--- src/hdl/bdq_pkg.sv ---
package bdq_pkg;

    // Default list depth and the longest dump reported.
    localparam int CAPACITY_DEF = 32;
    localparam int DUMP_LIMIT   = 32;

    typedef enum logic [2:0] {
        OP_PUSH_TAIL = 3'd0,
        OP_PUSH_HEAD = 3'd1,
        OP_REMOVE    = 3'd2,
        OP_POP_HEAD  = 3'd3,
        OP_POP_TAIL  = 3'd4,
        OP_CLEAR     = 3'd5,
        OP_DUMP_FWD  = 3'd6,
        OP_DUMP_BACK = 3'd7
    } opcode_t;

    typedef enum logic [1:0] {
        ST_OK       = 2'd0,
        ST_FULL     = 2'd1,
        ST_EMPTY    = 2'd2,
        ST_NOTFOUND = 2'd3
    } status_t;

    typedef enum logic [2:0] {
        S_IDLE,
        S_DECODE,
        S_SRCH,
        S_POP,
        S_DUMP,
        S_EMIT
    } state_t;

    // Write enables into the node store.
    typedef struct packed {
        logic val;
        logic nxt;
        logic prv;
    } bdq_wr_t;

endpackage

--- src/hdl/bdq_store.sv ---
module bdq_store #(
    parameter int CAPACITY = bdq_pkg::CAPACITY_DEF,
    parameter int IW       = $clog2(CAPACITY)
) (
    input  logic                 aclk,
    input  bdq_pkg::bdq_wr_t     wr_en,
    input  logic [IW-1:0]        val_waddr,
    input  logic signed [31:0]   val_wdata,
    input  logic [IW-1:0]        nxt_waddr,
    input  logic [IW-1:0]        nxt_wdata,
    input  logic [IW-1:0]        prv_waddr,
    input  logic [IW-1:0]        prv_wdata,
    input  logic [IW-1:0]        rd_addr,
    output logic signed [31:0]   rd_val,
    output logic [IW-1:0]        rd_nxt,
    output logic [IW-1:0]        rd_prv
);
    import bdq_pkg::*;

    logic signed [31:0] val_mem [CAPACITY];
    logic [IW-1:0]      nxt_mem [CAPACITY];
    logic [IW-1:0]      prv_mem [CAPACITY];

    logic signed [31:0] rd_val_reg;
    logic [IW-1:0]      rd_nxt_reg;
    logic [IW-1:0]      rd_prv_reg;

    // Node values and both link directions share one read address
    always_ff @(posedge aclk) begin
        if (wr_en.val) begin
            val_mem[val_waddr] <= val_wdata;
        end
        if (wr_en.nxt) begin
            nxt_mem[nxt_waddr] <= nxt_wdata;
        end
        if (wr_en.prv) begin
            prv_mem[prv_waddr] <= prv_wdata;
        end
        rd_val_reg <= val_mem[rd_addr];
        rd_nxt_reg <= nxt_mem[rd_addr];
        rd_prv_reg <= prv_mem[rd_addr];
    end

    assign rd_val = rd_val_reg;
    assign rd_nxt = rd_nxt_reg;
    assign rd_prv = rd_prv_reg;

endmodule

--- src/hdl/bounded_deque_with_value_remove_unit.sv ---
// Push and clear go from decode to emit; pop passes through the pop state; remove walks
// the nodes in the search state. Dumps deliver one entry per cycle unless m_ready stalls them,
// after decode, limited by the node store read port. One request at a time (s_ready in idle).
// Reset: synchronous, active low; list empty, no clearing pass (slots above a fill
// count are free, freed slots form a linked stack).
module bounded_deque_with_value_remove_unit #(
    parameter int CAPACITY = bdq_pkg::CAPACITY_DEF
) (
    input  logic               aclk,
    input  logic               aresetn,
    input  logic               s_valid,
    output logic               s_ready,
    input  logic [2:0]         s_opcode,
    input  logic signed [31:0] s_item_value,
    output logic               m_valid,
    input  logic               m_ready,
    output logic signed [31:0] m_out_value,
    output logic [5:0]         m_entry_count,
    output logic [1:0]         m_status,
    output logic               m_value_valid,
    output logic               m_last_of_run
);
    import bdq_pkg::*;

    localparam int IW = $clog2(CAPACITY);
    localparam int CW = $clog2(CAPACITY + 1);

    state_t state_reg, state_next;

    opcode_t            op_reg, op_next;
    logic signed [31:0] val_reg, val_next;
    logic [IW-1:0]      head_reg, head_next;
    logic [IW-1:0]      tail_reg, tail_next;
    logic [CW-1:0]      count_reg, count_next;
    logic [CW-1:0]      hw_reg, hw_next;
    logic [IW-1:0]      fs_head_reg, fs_head_next;
    logic [IW-1:0]      ptr_reg, ptr_next;
    logic [CW-1:0]      idx_reg, idx_next;

    logic signed [31:0] res_value_reg, res_value_next;
    status_t            res_status_reg, res_status_next;
    logic               res_valid_reg, res_valid_next;

    logic               m_valid_reg, m_valid_next;
    logic signed [31:0] out_value_reg, out_value_next;
    logic [5:0]         out_count_reg, out_count_next;
    status_t            out_status_reg, out_status_next;
    logic               out_vv_reg, out_vv_next;
    logic               out_last_reg, out_last_next;

    // Node store ports
    bdq_wr_t            wr_en;
    logic [IW-1:0]      val_waddr, nxt_waddr, nxt_wdata, prv_waddr, prv_wdata, rd_addr;
    logic signed [31:0] rd_val;
    logic [IW-1:0]      rd_nxt, rd_prv;

    // Free stack links
    logic [IW-1:0]      free_mem [CAPACITY];
    logic [IW-1:0]      free_rd_reg;
    logic               free_we;

    logic               out_free, is_push, empty, found, srch_end, dump_last;
    logic [CW-1:0]      idx_inc;

    bdq_store #(.CAPACITY(CAPACITY), .IW(IW)) u_store (
        .aclk      (aclk),
        .wr_en     (wr_en),
        .val_waddr (val_waddr),
        .val_wdata (val_reg),
        .nxt_waddr (nxt_waddr),
        .nxt_wdata (nxt_wdata),
        .prv_waddr (prv_waddr),
        .prv_wdata (prv_wdata),
        .rd_addr   (rd_addr),
        .rd_val    (rd_val),
        .rd_nxt    (rd_nxt),
        .rd_prv    (rd_prv)
    );

    // Free stack: push on release, read of the top always ready
    always_ff @(posedge aclk) begin
        if (free_we) begin
            free_mem[ptr_reg] <= fs_head_reg;
        end
        free_rd_reg <= free_mem[fs_head_reg];
    end

    assign out_free  = !m_valid_reg || m_ready;
    assign is_push   = (op_reg == OP_PUSH_TAIL) || (op_reg == OP_PUSH_HEAD);
    assign empty     = (count_reg == '0);
    assign found     = (rd_val == val_reg);
    assign idx_inc   = idx_reg + 1'b1;
    assign srch_end  = (idx_inc == count_reg);
    assign dump_last = (idx_inc == count_reg) || (32'(idx_inc) == 32'(DUMP_LIMIT));

    // Next state
    always_comb begin
        state_next = state_reg;
        case (state_reg)
            S_IDLE: begin
                if (s_valid) state_next = S_DECODE;
            end
            S_DECODE: begin
                case (op_reg)
                    OP_REMOVE:                state_next = empty ? S_EMIT : S_SRCH;
                    OP_POP_HEAD, OP_POP_TAIL: state_next = empty ? S_EMIT : S_POP;
                    OP_DUMP_FWD, OP_DUMP_BACK: state_next = empty ? S_EMIT : S_DUMP;
                    default:                  state_next = S_EMIT;
                endcase
            end
            S_SRCH: begin
                if (found || srch_end) state_next = S_EMIT;
            end
            S_POP: begin
                state_next = S_EMIT;
            end
            S_DUMP: begin
                if (out_free && dump_last) state_next = S_IDLE;
            end
            S_EMIT: begin
                if (out_free) state_next = S_IDLE;
            end
            default: state_next = S_IDLE;
        endcase
    end

    // Datapath and outputs
    always_comb begin
        logic [IW-1:0] slot;
        logic          do_unlink;
        logic          out_load;

        op_next         = op_reg;
        val_next        = val_reg;
        head_next       = head_reg;
        tail_next       = tail_reg;
        count_next      = count_reg;
        hw_next         = hw_reg;
        fs_head_next    = fs_head_reg;
        ptr_next        = ptr_reg;
        idx_next        = idx_reg;
        res_value_next  = res_value_reg;
        res_status_next = res_status_reg;
        res_valid_next  = res_valid_reg;
        out_value_next  = out_value_reg;
        out_count_next  = out_count_reg;
        out_status_next = out_status_reg;
        out_vv_next     = out_vv_reg;
        out_last_next   = out_last_reg;
        wr_en           = '0;
        val_waddr       = '0;
        nxt_waddr       = '0;
        nxt_wdata       = '0;
        prv_waddr       = '0;
        prv_wdata       = '0;
        rd_addr         = ptr_reg;
        free_we         = 1'b0;
        slot            = '0;
        do_unlink       = 1'b0;
        out_load        = 1'b0;

        case (state_reg)
            S_IDLE: begin
                if (s_valid) begin
                    op_next  = opcode_t'(s_opcode);
                    val_next = s_item_value;
                end
            end
            S_DECODE: begin
                res_value_next  = '0;
                res_valid_next  = 1'b0;
                res_status_next = ST_OK;
                idx_next        = '0;
                if (is_push) begin
                    if (count_reg >= CW'(CAPACITY)) begin
                        res_status_next = ST_FULL;
                    end else begin
                        // reuse a freed slot first, else the next never-used one
                        if (hw_reg > count_reg) begin
                            slot         = fs_head_reg;
                            fs_head_next = free_rd_reg;
                        end else begin
                            slot    = hw_reg[IW-1:0];
                            hw_next = hw_reg + 1'b1;
                        end
                        wr_en.val = 1'b1;
                        val_waddr = slot;
                        if (empty) begin
                            head_next = slot;
                            tail_next = slot;
                        end else if (op_reg == OP_PUSH_TAIL) begin
                            wr_en.prv = 1'b1;
                            prv_waddr = slot;
                            prv_wdata = tail_reg;
                            wr_en.nxt = 1'b1;
                            nxt_waddr = tail_reg;
                            nxt_wdata = slot;
                            tail_next = slot;
                        end else begin
                            wr_en.nxt = 1'b1;
                            nxt_waddr = slot;
                            nxt_wdata = head_reg;
                            wr_en.prv = 1'b1;
                            prv_waddr = head_reg;
                            prv_wdata = slot;
                            head_next = slot;
                        end
                        count_next = count_reg + 1'b1;
                    end
                end else if (op_reg == OP_CLEAR) begin
                    head_next  = '0;
                    tail_next  = '0;
                    count_next = '0;
                    hw_next    = '0;
                end else if (empty) begin
                    if (op_reg == OP_REMOVE || op_reg == OP_POP_HEAD ||
                        op_reg == OP_POP_TAIL) begin
                        res_status_next = ST_EMPTY;
                    end
                end else begin
                    // start the walk at head or tail
                    if (op_reg == OP_POP_TAIL || op_reg == OP_DUMP_BACK) begin
                        ptr_next = tail_reg;
                        rd_addr  = tail_reg;
                    end else begin
                        ptr_next = head_reg;
                        rd_addr  = head_reg;
                    end
                end
            end
            S_SRCH: begin
                if (found) begin
                    do_unlink = 1'b1;
                end else if (srch_end) begin
                    res_status_next = ST_NOTFOUND;
                end else begin
                    ptr_next = rd_nxt;
                    rd_addr  = rd_nxt;
                    idx_next = idx_inc;
                end
            end
            S_POP: begin
                res_value_next = rd_val;
                res_valid_next = 1'b1;
                do_unlink      = 1'b1;
            end
            S_DUMP: begin
                if (out_free) begin
                    out_load        = 1'b1;
                    out_value_next  = rd_val;
                    out_status_next = ST_OK;
                    out_vv_next     = 1'b1;
                    out_last_next   = dump_last;
                    if (!dump_last) begin
                        ptr_next = (op_reg == OP_DUMP_FWD) ? rd_nxt : rd_prv;
                        rd_addr  = (op_reg == OP_DUMP_FWD) ? rd_nxt : rd_prv;
                        idx_next = idx_inc;
                    end
                end
            end
            S_EMIT: begin
                if (out_free) begin
                    out_load        = 1'b1;
                    out_value_next  = res_value_reg;
                    out_status_next = res_status_reg;
                    out_vv_next     = res_valid_reg;
                    out_last_next   = 1'b1;
                end
            end
            default: ;
        endcase

        // Unlink the node at ptr and push its slot onto the free stack
        if (do_unlink) begin
            if (count_reg <= CW'(1)) begin
                head_next = '0;
                tail_next = '0;
            end else if (ptr_reg == head_reg) begin
                head_next = rd_nxt;
            end else if (ptr_reg == tail_reg) begin
                tail_next = rd_prv;
            end else begin
                wr_en.nxt = 1'b1;
                nxt_waddr = rd_prv;
                nxt_wdata = rd_nxt;
                wr_en.prv = 1'b1;
                prv_waddr = rd_nxt;
                prv_wdata = rd_prv;
            end
            count_next   = count_reg - 1'b1;
            free_we      = 1'b1;
            fs_head_next = ptr_reg;
        end

        if (out_load) begin
            out_count_next = 6'(count_reg);
        end
        m_valid_next = out_load ? 1'b1 : (m_valid_reg && !m_ready);
    end

    // Registers
    always_ff @(posedge aclk) begin
        if (!aresetn) begin
            state_reg   <= S_IDLE;
            head_reg    <= '0;
            tail_reg    <= '0;
            count_reg   <= '0;
            hw_reg      <= '0;
            fs_head_reg <= '0;
            m_valid_reg <= 1'b0;
        end else begin
            state_reg   <= state_next;
            head_reg    <= head_next;
            tail_reg    <= tail_next;
            count_reg   <= count_next;
            hw_reg      <= hw_next;
            fs_head_reg <= fs_head_next;
            m_valid_reg <= m_valid_next;
        end
        op_reg         <= op_next;
        val_reg        <= val_next;
        ptr_reg        <= ptr_next;
        idx_reg        <= idx_next;
        res_value_reg  <= res_value_next;
        res_status_reg <= res_status_next;
        res_valid_reg  <= res_valid_next;
        out_value_reg  <= out_value_next;
        out_count_reg  <= out_count_next;
        out_status_reg <= out_status_next;
        out_vv_reg     <= out_vv_next;
        out_last_reg   <= out_last_next;
    end

    assign s_ready       = (state_reg == S_IDLE);
    assign m_valid       = m_valid_reg;
    assign m_out_value   = out_value_reg;
    assign m_entry_count = out_count_reg;
    assign m_status      = out_status_reg;
    assign m_value_valid = out_vv_reg;
    assign m_last_of_run = out_last_reg;

`ifndef SYNTHESIS
    // list never exceeds its capacity
    a_count_bound: assert property (@(posedge aclk) disable iff (!aresetn)
        count_reg <= CW'(CAPACITY))
        else $error("entry count above capacity");

    // fill count covers every live entry
    a_fill_bound: assert property (@(posedge aclk) disable iff (!aresetn)
        (hw_reg >= count_reg) && (hw_reg <= CW'(CAPACITY)))
        else $error("fill count out of range");

    // full status only reported with a full list
    a_full_status: assert property (@(posedge aclk) disable iff (!aresetn)
        m_valid_reg && (out_status_reg == ST_FULL) |-> out_count_reg == 6'(CAPACITY))
        else $error("full reported on a list that is not full");

    // a walk index stays inside the list
    a_walk_bound: assert property (@(posedge aclk) disable iff (!aresetn)
        (state_reg == S_SRCH || state_reg == S_DUMP) |-> idx_reg < count_reg)
        else $error("walk ran past the entry count");
`endif

endmodule
--- config.mk ---
export PLATFORM = sky130hd
export DESIGN_NAME = bounded_deque_with_value_remove_unit
export DESIGN_NICKNAME = d
export VERILOG_FILES = /design/src/hdl/bdq_pkg.sv /design/src/hdl/bdq_store.sv /design/src/hdl/bounded_deque_with_value_remove_unit.sv
export SDC_FILE = /design/constraint.sdc
export NUM_CORES = 2
export LEC_CHECK = 0
export BUFFER_PORTS_ARGS = -buffer_cell sky130_fd_sc_hd__buf_4
export CORE_AREA = 2 2 392 394
export DETAILED_ROUTE_END_ITERATION = 7
export DIE_AREA = 0 0 394 396
export REMOVE_ABC_BUFFERS = 1
export SLEW_MARGIN = 5
export SYNTH_ARGS = -nofsm -noshare
export SYNTH_HDL_FRONTEND = slang
export SYNTH_HIERARCHICAL = 1
export SYNTH_SLANG_ARGS = --single-unit
--- constraint.sdc ---
create_clock -name aclk -period 4.4 [get_ports aclk]
set_input_delay 1.32 -clock aclk [delete_from_list [all_inputs] [get_ports aclk]]
set_output_delay 1.32 -clock aclk [all_outputs]
set_load 0.02 [all_outputs]
==> results.json <==
{
  "r2r_setup_slack_ns": 0.24,
  "initial_utilization_pct": 44.7,
  "cp-end-kind": "flop",
  "p_per_area_nw_per_um2": 579,
  "synth.area.top_cells": "edfxtp_1 72%, mux2i_1 10%, dfxtp_1 2.5%",
  "cpPeakStageDelay_ns": 0.54,
  "use_met1_pct": 32.7,
  "gp_congestion": 0.834,
  "overflow": 0,
  "num-nets-final": 4560,
  "numPortBuffers": 82,
  "drtIter0Drc": 3534,
  "grt_pass1_wl_um": 255000,
  "grtUsageTotal_pct": 22.3,
  "synth_cell_type_count": 72,
  "startpoint": "val_reg[9]$_DFFE_PP_",
  "finalSetupViolCount": 0,
  "dieHeight_um": 396,
  "ir_worst_vdd_v": 0.000430,
  "drc": 0,
  "crit_path_end": "u_store/rd_val[11]$_DFF_P_",
  "clkLatencyLatePin_ns": 0.81,
  "timing.final.ws_setup_ns": 0.241,
  "io_pins": 83,
  "final_common_cell": "edfxtp_1",
  "synth.yosys.seq_area_share_pct": 74.3,
  "tightest_slew_ns": 0.937,
  "pwr-share-clk_pct": 30.6,
  "drive_above_1_share_pct": 21.3,
  "p_int_mw": 32.3,
  "seqPwrFrac_pct": 40.6,
  "synth_seq_cells": 1705,
  "fin_skew_ns": 0.0437,
  "die_x_um": 394,
  "place.detailed.hpwl_um": 109000,
  "vias": 37800,
  "antenna_found_initial": 4,
  "yosysTopAreaCellShare_pct": 71.9,
  "grt_max_degree": 74,
  "ctsResizeCount": 0,
  "cp_slowest_cell": "edfxtp_1",
  "largest_register_ffs": 1024,
  "die-area_um2": 156000,
  "synth-main-ff-cell": "edfxtp_1",
  "hold_path.class": "reg -> reg",
  "rows": 143,
  "top_usage_layer": "met2",
  "fin_crit_ns": 4.16,
  "hold_viol": 0,
  "fmax_mhz": 240,
  "synth-warning-count": 6,
  "arrival_ns": 4.80,
  "wire_per_inst_um": 26.2,
  "yosys.area.top_type": "edfxtp_1",
  "critPathKind": "reg -> reg",
  "cts.htree.levels": 4,
  "status": "finished, final reports clean",
  "max-slew-margin-rel_pct": 37.4,
  "postRouteAntennaNets": 0,
  "wl_um": 175000,
  "rsz0062_at_grt": "no",
  "synthArstFlopShare_pct": 0,
  "cts_setup_buffers": 0,
  "drt_pre_antenna_iters": 5,
  "cts_tree": "built",
  "switching_share_pct": 30.6,
  "reg2reg_from": "val_reg[9]$_DFFE_PP_",
  "viasPerCell": 5.65,
  "pre_cts_slack_ns": -0.00471,
  "cp_max_fo": 27,
  "combinationalPowerShare_pct": 28.9,
  "p_leak_nw": 27.0,
  "p_switching_mw": 14.3,
  "clkTransAtPathRegs_ns": 0.06,
  "clockBufferDepth": 3,
  "crit_required_ns": 5.04,
  "slew_violations": 0,
  "core_um2": 152000,
  "use_met3_pct": 3.27,
  "netlist_area_um2": 67800,
  "reg2reg_to": "u_store/rd_val[11]$_DFF_P_",
  "met2_usage_pct": 34.4,
  "synth_edf_count": 1622,
  "cp_cell_sequence": "xor2_1, nor4_2, nand4_1, buf_4, o22ai_2, buf_4, mux2_1, a221oi_1, nor2_2, nor2_4, buf_12, buf_4, buf_4, nand2_1, a31oi_1, nand3_1",
  "cap_violations": 0,
  "clock-sinks": 1705,
  "synth_cells": 4007,
  "nFillCells": 12200,
  "final_cell_mix": "1622 x edfxtp_1, 690 x mux2i_1, 437 x buf_4",
  "syn2layout_area_growth_pct": 18.9,
  "grt_pass1_vias": 37300,
  "cp-start-kind": "flop",
  "cts_inserted_buffers": 176,
  "crit_top_cell": "buf_4",
  "syn_avg_cell_area_um2": 16.9,
  "reg2reg_depth": 16,
  "fin_crit_sh_pct": 94.5,
  "fin_total_pwr_mw": 46.6,
  "cts-root-buf": "clkbuf_16",
  "cts_hold_buf": 0,
  "regMostFlops": "u_store/val_mem"
}
how the worst min path moves through the flow:
stage,depth (start not counted),slack (ns),start,end
floorplan,2,0.44,free_rd_reg[3]$_DFF_P_,fs_head_reg[3]$_SDFFE_PN0P_
CTS,2,0.48,free_rd_reg[3]$_DFF_P_,fs_head_reg[3]$_SDFFE_PN0P_
global route,2,0.51,free_rd_reg[3]$_DFF_P_,fs_head_reg[3]$_SDFFE_PN0P_
finish,2,0.48,free_rd_reg[3]$_DFF_P_,fs_head_reg[3]$_SDFFE_PN0P_
global placement,2,0.46,free_rd_reg[1]$_DFF_P_,fs_head_reg[1]$_SDFFE_PN0P_
detailed placement,2,0.47,free_rd_reg[3]$_DFF_P_,fs_head_reg[3]$_SDFFE_PN0P_
cells by family after synthesis:
group | synth area share, %
adder cells (fa/ha/maj) | 0.222
XOR/XNOR | 0.774
flip-flops | 74.3
AO/OA/AOI/OAI | 5.05
buffers and inverters | 2.08
AND/OR/NAND/NOR | 4.95
multiplexers | 12.6
worst max-delay path: cells and delay by family, from the launching register on:
family	cells	cell delay, ns
flops	1	0.54
compound gates	3	0.67
mux	1	0.33
simple gates	6	1.10
xor+xnor	1	0.30
buf+inv	5	1.05
Yosys cell counts (3+ instances only):
cell       count
edfxtp_1    1622
mux2i_1      690
nand2_1      177
nor2_1       177
a21oi_1      157
nand3_1      147
a22oi_1      128
clkbuf_1      89
a22o_1        84
dfxtp_1       83
nor3_1        57
buf_2         51
a31oi_1       50
mux4_2        50
xor2_1        44
and3_1        41
mux2_2        37
buf_4         36
buf_6         24
buf_1         18
nand3b_1      18
nor4_1        17
o21ai_0       16
o2bb2ai_1     15
xnor2_1       14
or3_1         13
ha_1          12
inv_1         12
buf_8         10
or3b_2        10
nand2b_1       9
nor2b_1        9
o21a_1         8
nand4_1        7
a211oi_1       6
a221oi_1       6
a2bb2oi_1      5
and2_1         5
mux2_1         5
a311oi_1       4
nand2_2        3
or2_0          3
or2_2          3
stage by stage:
stage                     instances  hold WS [ns]  area [um^2]  TNS [ns]  utilization [%]
after floorplan                3778         0.441        66400  -2716.29                -
after global placement         6361         0.464        74900         0             49.5
after detailed placement       6361         0.468        74900  -0.00471             49.5
after CTS                      6689         0.480        80500         0             53.1
after global routing           6690         0.510        80500         0             53.1
final                          6691         0.479        80500         0             53.1
power by group through the flow:
stage               logic (mW)  clock network [mW]  registers [mW]
floorplan                 6.02                   0            19.1
global placement          13.3                   0            19.2
detailed placement        13.4                   0            19.2
CTS                       13.4                14.5            18.9
global route              14.3                15.1            18.9
finish                    13.5                14.3            18.9
cell type report:
type                       instances  area [um^2]  area share (%)
multi-input combinational       2058        16400            20.4
clock inverter                    84          643           0.799
clock buffer                     244         4900            6.09
antenna                            2         5.00         0.00621
tap                             2030         2540            3.15
inverter                          15         57.6          0.0715
sequential                      1705        50400            62.6
timing repair buffer             553         5600            6.96
routing by layer:
layer  wire, um  part of all wire, %
met4       4680                  2.7
met2      80500                   46
met5          0                    0
met3      10900                  6.2
met1      79000                   45
No activity file was read; power rests on OpenSTA's default activity.
